## src/sv/bqc_pkg.sv

```systemverilog
// Shared widths, register indexes and the 2x2 window test for the bit-quad corner counter.
package bqc_pkg;

	localparam int CFG_W   = 11;
	localparam int COUNT_W = 21;
	localparam int ADD_W   = 3;

	localparam logic [COUNT_W-1:0] COUNT_LIMIT = {COUNT_W{1'b1}};

	localparam logic REG_IMAGE_ROWS = 1'b0;
	localparam logic REG_IMAGE_COLS = 1'b1;

	// Window a b / d e: a corner unless uniform or made of two equal halves.
	function automatic logic is_corner(input logic a, input logic b, input logic d,
		input logic e);
		logic rows_equal;
		logic cols_equal;
		rows_equal = (a == b) && (d == e);
		cols_equal = (a == d) && (b == e);
		return !rows_equal && !cols_equal;
	endfunction

endpackage

```

## src/sv/binary_image_corner_quad_counter_unit.sv

```systemverilog
// Top level: streaming 2x2 bit-quad corner counter over a zero-padded binary frame.
// Throughput: one pixel beat per cycle; a final pixel stalls only behind an untaken count.
// Output path: the final pixel beat is registered into stage 1 together with the line-buffer
// read, then its total is loaded into the output register; stage 1 holds while that is full.
// Reset: arst_n clears position, running count, pipeline and output valid; frame size returns to 1x1.
// The line buffer is not cleared; its bit is only used on rows after the first of a frame.
module binary_image_corner_quad_counter_unit
	import bqc_pkg::*;
#(
	parameter int MAX_COLS = 1024,
	parameter int MAX_ROWS = 1024
) (
	input  logic               clk,
	input  logic               arst_n,
	input  logic               in_valid,
	output logic               in_ready,
	input  logic               pixel,
	output logic               out_valid,
	input  logic               out_ready,
	output logic [COUNT_W-1:0] corner_count,
	input  logic               cfg_valid,
	output logic               cfg_ready,
	input  logic               cfg_index,
	input  logic [CFG_W-1:0]   cfg_data
);

	// Column/row index widths and the widths that hold the frame size itself.
	localparam int CI    = (MAX_COLS > 1) ? $clog2(MAX_COLS) : 1;
	localparam int RI    = (MAX_ROWS > 1) ? $clog2(MAX_ROWS) : 1;
	localparam int CW    = $clog2(MAX_COLS + 1);
	localparam int RW    = $clog2(MAX_ROWS + 1);
	localparam int CCMPW = (CW > CFG_W) ? CW : CFG_W;
	localparam int RCMPW = (RW > CFG_W) ? RW : CFG_W;

	// Effective frame size, clamped to 1..MAX at write time.
	logic [CW-1:0] cols_eff_q;
	logic [RW-1:0] rows_eff_q;

	// Position of the next pixel in the frame.
	logic [CI-1:0] col_q;
	logic [RI-1:0] row_q;

	// Line buffer: one bit per column, holding the previous row.
	logic          line_mem [MAX_COLS];
	logic          above_s1;

	// Stage 1: the accepted pixel and where it sits in the frame.
	logic          s1_valid_q;
	logic          pix_s1;
	logic          first_row_s1;
	logic          first_col_s1;
	logic          last_col_s1;
	logic          last_row_s1;

	// Window history, updated as stage 1 retires.
	logic          left_q;
	logic          above_left_q;
	logic [COUNT_W-1:0] running_q;

	// Output register.
	logic               out_valid_q;
	logic [COUNT_W-1:0] count_q;

	logic               accept;
	logic               cfg_write;
	logic               last_col;
	logic               last_row;
	logic               advance;
	logic               frame_done;
	logic               up;
	logic               ul;
	logic               lf;
	logic [ADD_W-1:0]   add;
	logic [COUNT_W:0]   sum_wide;
	logic [COUNT_W-1:0] sum;
	logic [CCMPW-1:0]   cols_req;
	logic [RCMPW-1:0]   rows_req;

	assign cfg_ready = 1'b1;
	assign cfg_write = cfg_valid && cfg_ready;

	// Hold stage 1 only when it carries the final pixel and the output is still full.
	assign frame_done = s1_valid_q && last_col_s1 && last_row_s1;
	assign advance    = s1_valid_q && (!frame_done || !out_valid_q || out_ready);
	assign in_ready   = !s1_valid_q || advance;
	assign accept     = in_valid && in_ready;

	assign last_col = ((CW'(col_q) + CW'(1)) == cols_eff_q);
	assign last_row = ((RW'(row_q) + RW'(1)) == rows_eff_q);

	// Clamp a size write: zero acts as one, anything above the limit acts as the limit.
	assign cols_req = CCMPW'(cfg_data);
	assign rows_req = RCMPW'(cfg_data);

	always_ff @(posedge clk or negedge arst_n) begin
		if (!arst_n) begin
			cols_eff_q <= CW'(1);
			rows_eff_q <= RW'(1);
		end else if (cfg_write) begin
			if (cfg_index == REG_IMAGE_COLS) begin
				if (cols_req == '0) begin
					cols_eff_q <= CW'(1);
				end else if (cols_req > CCMPW'(MAX_COLS)) begin
					cols_eff_q <= CW'(MAX_COLS);
				end else begin
					cols_eff_q <= CW'(cols_req);
				end
			end else begin
				if (rows_req == '0) begin
					rows_eff_q <= RW'(1);
				end else if (rows_req > RCMPW'(MAX_ROWS)) begin
					rows_eff_q <= RW'(MAX_ROWS);
				end else begin
					rows_eff_q <= RW'(rows_req);
				end
			end
		end
	end

	// Advance the raster position on each accepted beat; a size write restarts the frame.
	always_ff @(posedge clk or negedge arst_n) begin
		if (!arst_n) begin
			col_q <= '0;
			row_q <= '0;
		end else if (cfg_write) begin
			col_q <= '0;
			row_q <= '0;
		end else if (accept) begin
			if (!last_col) begin
				col_q <= col_q + CI'(1);
			end else begin
				col_q <= '0;
				if (!last_row) begin
					row_q <= row_q + RI'(1);
				end else begin
					row_q <= '0;
				end
			end
		end
	end

	// Read the previous row's bit and overwrite it with the new pixel in the same cycle.
	// Read-before-write on one address gives the old bit, so a one-column frame needs
	// no forwarding: the next row's read comes with a later beat, after this write.
	always_ff @(posedge clk) begin
		if (accept) begin
			above_s1       <= line_mem[col_q];
			line_mem[col_q] <= pixel;
		end
	end

	always_ff @(posedge clk or negedge arst_n) begin
		if (!arst_n) begin
			s1_valid_q <= 1'b0;
		end else if (accept) begin
			s1_valid_q <= 1'b1;
		end else if (advance) begin
			s1_valid_q <= 1'b0;
		end
	end

	always_ff @(posedge clk) begin
		if (accept) begin
			pix_s1       <= pixel;
			first_row_s1 <= (row_q == '0);
			first_col_s1 <= (col_q == '0);
			last_col_s1  <= last_col;
			last_row_s1  <= last_row;
		end
	end

	// Build the window: padding zeros on the first row and first column.
	assign up = first_row_s1 ? 1'b0 : above_s1;
	assign ul = (first_row_s1 || first_col_s1) ? 1'b0 : above_left_q;
	assign lf = first_col_s1 ? 1'b0 : left_q;

	// Score the interior window plus the padded windows to the right, below and diagonal.
	always_comb begin
		add = ADD_W'(is_corner(ul, up, lf, pix_s1));
		if (last_col_s1) begin
			add = add + ADD_W'(is_corner(up, 1'b0, pix_s1, 1'b0));
		end
		if (last_row_s1) begin
			add = add + ADD_W'(is_corner(lf, pix_s1, 1'b0, 1'b0));
			if (last_col_s1) begin
				add = add + ADD_W'(is_corner(pix_s1, 1'b0, 1'b0, 1'b0));
			end
		end
	end

	// Saturate the running total.
	assign sum_wide = {1'b0, running_q} + (COUNT_W + 1)'(add);
	assign sum      = sum_wide[COUNT_W] ? COUNT_LIMIT : sum_wide[COUNT_W-1:0];

	always_ff @(posedge clk or negedge arst_n) begin
		if (!arst_n) begin
			running_q    <= '0;
			left_q       <= 1'b0;
			above_left_q <= 1'b0;
		end else if (cfg_write) begin
			running_q    <= '0;
			left_q       <= 1'b0;
			above_left_q <= 1'b0;
		end else if (advance) begin
			running_q    <= frame_done ? '0 : sum;
			left_q       <= pix_s1;
			above_left_q <= up;
		end
	end

	// Output register: load the total on the final pixel, drop valid once taken.
	always_ff @(posedge clk or negedge arst_n) begin
		if (!arst_n) begin
			out_valid_q <= 1'b0;
		end else if (advance && frame_done) begin
			out_valid_q <= 1'b1;
		end else if (out_ready) begin
			out_valid_q <= 1'b0;
		end
	end

	always_ff @(posedge clk) begin
		if (advance && frame_done) begin
			count_q <= sum;
		end
	end

	assign out_valid    = out_valid_q;
	assign corner_count = count_q;

endmodule

```

## config.mk

```make
export PLATFORM = sky130hd
export DESIGN_NAME = binary_image_corner_quad_counter_unit
export DESIGN_NICKNAME = d
export VERILOG_FILES = /design/src/sv/bqc_pkg.sv /design/src/sv/binary_image_corner_quad_counter_unit.sv
export SDC_FILE = /design/constraint.sdc
export NUM_CORES = 2
export LEC_CHECK = 0
export BUFFER_PORTS_ARGS = -buffer_cell sky130_fd_sc_hd__buf_2
export CELL_PAD_IN_SITES_DETAIL_PLACEMENT = 1
export CELL_PAD_IN_SITES_GLOBAL_PLACEMENT = 1
export CORE_UTILIZATION = 40
export DETAILED_ROUTE_END_ITERATION = 8
export HOLD_SLACK_MARGIN = 0.08
export MAX_ROUTING_LAYER = met4
export PLACE_DENSITY_LB_ADDON = 0.25
export REMOVE_ABC_BUFFERS = 1
export SETUP_SLACK_MARGIN = 0.4
export SYNTH_ARGS = -nofsm -noshare
export SYNTH_HDL_FRONTEND = slang
export SYNTH_SLANG_ARGS = --single-unit
```

## constraint.sdc

```tcl
create_clock -name clk -period 5.2 [get_ports clk]
set_clock_uncertainty 0.05 [all_clocks]
set_input_delay 1.04 -clock clk [delete_from_list [all_inputs] [get_ports clk]]
set_output_delay 1.04 -clock clk [all_outputs]
set_load 0.01 [all_outputs]
```

==> impl_results.md <==
* Number of design rule violations left after detail routing at 0
* Wire length per cell after detailed routing at 28.31 um
* Die W at 352.2 um
* Fraction of the yosys area taken by sequential cells at 67.76%
* Time the final worst path needs with I/O delays and setup at 4.759 ns
* Total setup violations reported at the end of the flow at 0
* Multi-input gate area in the final layout at 14,630 um^2
* Wire length of the first global-routing pass at 223,800 um
* Die area at 124,000 um^2
* Clock latency on the worst-skew pair at 0.72 ns
* Final count of pins violating max slew at 0
* Remaining Overflow, GRT at 0
* Worst voltage drop across the vdd grid at 0.2771 mV
* Path type of the worst setup path: register to register
* Min Hold Slack at 0.3813 ns
* Cell row count at 128
* Kind of launch point of the worst setup path: register
* Maximum fanout count along the critical path at 5
* Post-synthesis cell type with the largest combined area: sky130_fd_sc_hd__edfxtp_1
* Boundary Pins at 42
* HPWL after detailed placement at 85,540 um
* Clock transition time at the flip-flop clock pins of the worst setup and hold paths at 0.06 ns
* Number of filler cells placed in the layout at 12,436
* Non-filler instance count after layout at 5,473
* Maximum capacitance violations at 0
* Data required time of the worst path at 5.73 ns
* Top-area cell type share of the netlist area at 64.34%
* Cts-stage hold buffer count at 0
* Signal arrival time at the worst endpoint at 5.29 ns
* Placeable core region at 121,700 um^2
* Flip-flop and latch count after synthesis at 1,118
* Cell count after placement at 5,251
* F_max at 0.2101 GHz
* CTS H-tree lvls at 3
* Final hold viol count at 0
* Initial antenna violation count at 5
* Final routed wirelength across all metal layers at 154,900 um
* Overall Global Routing Usage at 25.41%
* Largest cells by area after synthesis: sky130_fd_sc_hd__edfxtp_1 64%, sky130_fd_sc_hd__nor2_1 8.4%, sky130_fd_sc_hd__mux2i_1 7.4%
* DIE HEIGHT at 352.2 um
* Number of enable-type register cells in the synthesized netlist at 1,051
* GP Congestion at 0.7996
* Hold Crit Class: input port to asynchronous set/reset pin
* Area delta synth->final at 12.47%
* Async S/R FF share, synth at 5.993%
* Via count at 31,800
* Post-synthesis cell count at 3,782
* Average size of a mapped cell at 12.97 um^2
* Number of global-route vias before repair at 31,919
* Nets@finish at 3,786
* Pre-Repair DR Iteration Count at 5
* Maximum count of clock buffers along a single path at 3
* Setup repair after global routing missed its margin: yes
* Outcome: finished, final reports clean
* Setup TNS at 0 ns
* Share of cells above drive strength 1 at 13.00%
* Number of DRC markers after the initial detailed-route iteration at 3,328
* Endpoint type of the worst setup path: register
* Dominant register cell in the synthesized netlist: sky130_fd_sc_hd__edfxtp_1
* Total area of sequential cells at 33,250 um^2
* Tightest Pin Transition at 1.210 ns
* Tot Pwr at 0.01883 W
* Clk root buf: sky130_fd_sc_hd__clkbuf_16
* Num CTS Buffers at 118
* CTS tree: built
* Port-buffer cells at 40
* Worst relative slew slack at 19.15%
* Number of sinks driven by the clock tree at 1,118
* Static leakage power at 17.01 nW
* Post-synth cell types at 73
* Total power density per cell area at 341.2 nW/um^2
* Final period utilization at 91.51%
* Effective utilization at floorplan at 40.30%
* Antenna violation net count after detailed routing at 0
* Ratio of routed vias to standard cells at 5.810
* Pin count of the biggest net entering global routing at 156
* Synth Cell Area at 49,060 um^2
* Count of warnings emitted by yosys at 0
## final cells by class
type                       count  share of cell area [%]
antenna                        2                0.009071
clock buffer                 154                   5.636
clock inverter                59                  0.6237
inverter                      20                  0.1361
multi-input combinational   2300                   26.52
sequential                  1118                   60.26
tap                         1625                   3.685
timing repair buffer         195                   3.125
## per-stage QoR
| step | utilization, % | cell area [um^2] | setup slack, ns |
|---|---|---|---|
| floorplan | - | 47620 | -12.50 |
| global placement | 42.36 | 51560 | 0.03857 |
| detailed placement | 42.36 | 51560 | 0.05781 |
| CTS | 45.22 | 55040 | 0.4031 |
| global route | 45.33 | 55170 | 0.1851 |
| finish | 45.33 | 55170 | 0.4414 |
## cell usage in the layout (no fill, tap or decap), types with 46 or more instances in the layout
master,Yosys,final
sky130_fd_sc_hd__nor2_1,1098,1094
sky130_fd_sc_hd__edfxtp_1,1051,1051
sky130_fd_sc_hd__mux2i_1,364,364
sky130_fd_sc_hd__o22ai_1,158,158
sky130_fd_sc_hd__buf_4,14,127
sky130_fd_sc_hd__clkbuf_16,0,119
sky130_fd_sc_hd__nand2_1,127,103
sky130_fd_sc_hd__mux4_2,78,78
sky130_fd_sc_hd__dfrtp_1,65,62
sky130_fd_sc_hd__o21ai_0,58,55
sky130_fd_sc_hd__nor4_1,46,46
## worst max-delay path: stages (launching register included)
cell,delay [ns]
sky130_fd_sc_hd__edfxtp_1,0.45
sky130_fd_sc_hd__nor3b_2,0.19
sky130_fd_sc_hd__o21ai_1,0.17
sky130_fd_sc_hd__o211ai_1,0.15
sky130_fd_sc_hd__o21ai_2,0.18
sky130_fd_sc_hd__ha_1,0.25
sky130_fd_sc_hd__mux2_4,0.29
sky130_fd_sc_hd__ha_4,0.27
sky130_fd_sc_hd__ha_1,0.13
sky130_fd_sc_hd__inv_1,0.05
sky130_fd_sc_hd__fa_1,0.53
sky130_fd_sc_hd__nand2_1,0.05
sky130_fd_sc_hd__o211ai_1,0.10
sky130_fd_sc_hd__o21ai_1,0.13
sky130_fd_sc_hd__ha_1,0.30
sky130_fd_sc_hd__a21o_1,0.10
sky130_fd_sc_hd__a21o_1,0.19
sky130_fd_sc_hd__nand3_2,0.13
sky130_fd_sc_hd__nor2_4,0.18
sky130_fd_sc_hd__nand3_4,0.12
sky130_fd_sc_hd__nor2_4,0.10
sky130_fd_sc_hd__mux2_2,0.34
sky130_fd_sc_hd__a22o_1,0.20
## logic make-up (layout without fill, tap and decap cells)
group,after synthesis,in the layout,synth area share (%)
AOI/OAI and AO/OA,344,344,4.479
xor gates and xnor gates,43,43,0.7677
adders and majority gates,15,15,0.4132
buffers and inverters,364,428,3.073
DFF,1118,1118,67.76
muxes,450,450,11.19
other,1,3,0.007644
and+or+nand+nor,1447,1447,12.31
## repair_timing
item / in CTS / in global routing
gates resized for setup: 6 / 17
buffers inserted: 1 / 6
endpoints found under the setup margin: 39 / 42
pin swaps: 1 / 10
## state kept, by name, indices dropped and copies added, names as in the netlist
signal / cells
last_row_s1: 1
pix_s1: 1
last_col_s1: 1
out_valid: 1
line_mem: 1024
row_q: 10
running_q: 21
above_s1: 1
col_q: 10
rows_eff_q: 11
left_q: 1
above_left_q: 1
first_col_s1: 1
cols_eff_q: 11
s1_valid_q: 1
corner_count: 21
first_row_s1: 1
## where the power goes
part	switching, W	leakage (nW)	total [W]	internal, W
Sequential	0.0000614	10.3	0.00994	0.00988
Clock	0.00349	1.68	0.00776	0.00427
Combinational	0.000685	4.98	0.00112	0.000440
Total	0.00423	17.0	0.0188	0.0146
## cells in the mapped netlist (7+ instances only)
| cell type | number |
|---|---|
| sky130_fd_sc_hd__nand4_1 | 7 |
| sky130_fd_sc_hd__buf_1 | 13 |
| sky130_fd_sc_hd__o22ai_1 | 158 |
| sky130_fd_sc_hd__nand3_1 | 50 |
| sky130_fd_sc_hd__nor4_1 | 46 |
| sky130_fd_sc_hd__xnor2_1 | 24 |
| sky130_fd_sc_hd__buf_4 | 14 |
| sky130_fd_sc_hd__xor2_1 | 19 |
| sky130_fd_sc_hd__mux4_2 | 78 |
| sky130_fd_sc_hd__and3_1 | 11 |
| sky130_fd_sc_hd__nand2b_1 | 22 |
| sky130_fd_sc_hd__o211ai_1 | 8 |
| sky130_fd_sc_hd__buf_2 | 65 |
| sky130_fd_sc_hd__a21oi_1 | 31 |
| sky130_fd_sc_hd__a22oi_1 | 17 |
| sky130_fd_sc_hd__a211oi_1 | 12 |
| sky130_fd_sc_hd__mux2_2 | 7 |
| sky130_fd_sc_hd__nor2b_1 | 7 |
| sky130_fd_sc_hd__edfxtp_1 | 1051 |
| sky130_fd_sc_hd__o21ai_0 | 58 |
| sky130_fd_sc_hd__mux2i_1 | 364 |
| sky130_fd_sc_hd__nor3_1 | 22 |
| sky130_fd_sc_hd__nor2_1 | 1098 |
| sky130_fd_sc_hd__inv_1 | 20 |
| sky130_fd_sc_hd__ha_1 | 13 |
| sky130_fd_sc_hd__a31oi_1 | 12 |
| sky130_fd_sc_hd__clkbuf_1 | 251 |
| sky130_fd_sc_hd__dfrtp_1 | 65 |
| sky130_fd_sc_hd__a22o_1 | 21 |
| sky130_fd_sc_hd__nand2_1 | 127 |
## metal layers
layer	wire length (um)	global-route usage, %	vias up
li1	-	-	13669
met1	65390	33.77	16781
met2	75640	41.04	1098
met3	9740	3.219	252
met4	4153	7.165	0
met5	0	-	-
## worst paths after layout
kind,slack [ns],from,end,cells after the start
max,0.44,above_s1,running_q[19],22
min,0.38,arst_n,running_q[16],1
max reg2reg,0.44,above_s1,running_q[19],22
min reg2reg,0.45,rows_eff_q[0],rows_eff_q[0],2
max in group asynchronous,3.69,arst_n,col_q[1],2
min in group clk,0.45,rows_eff_q[0],rows_eff_q[0],2
Power figures use the tool's default switching activity.
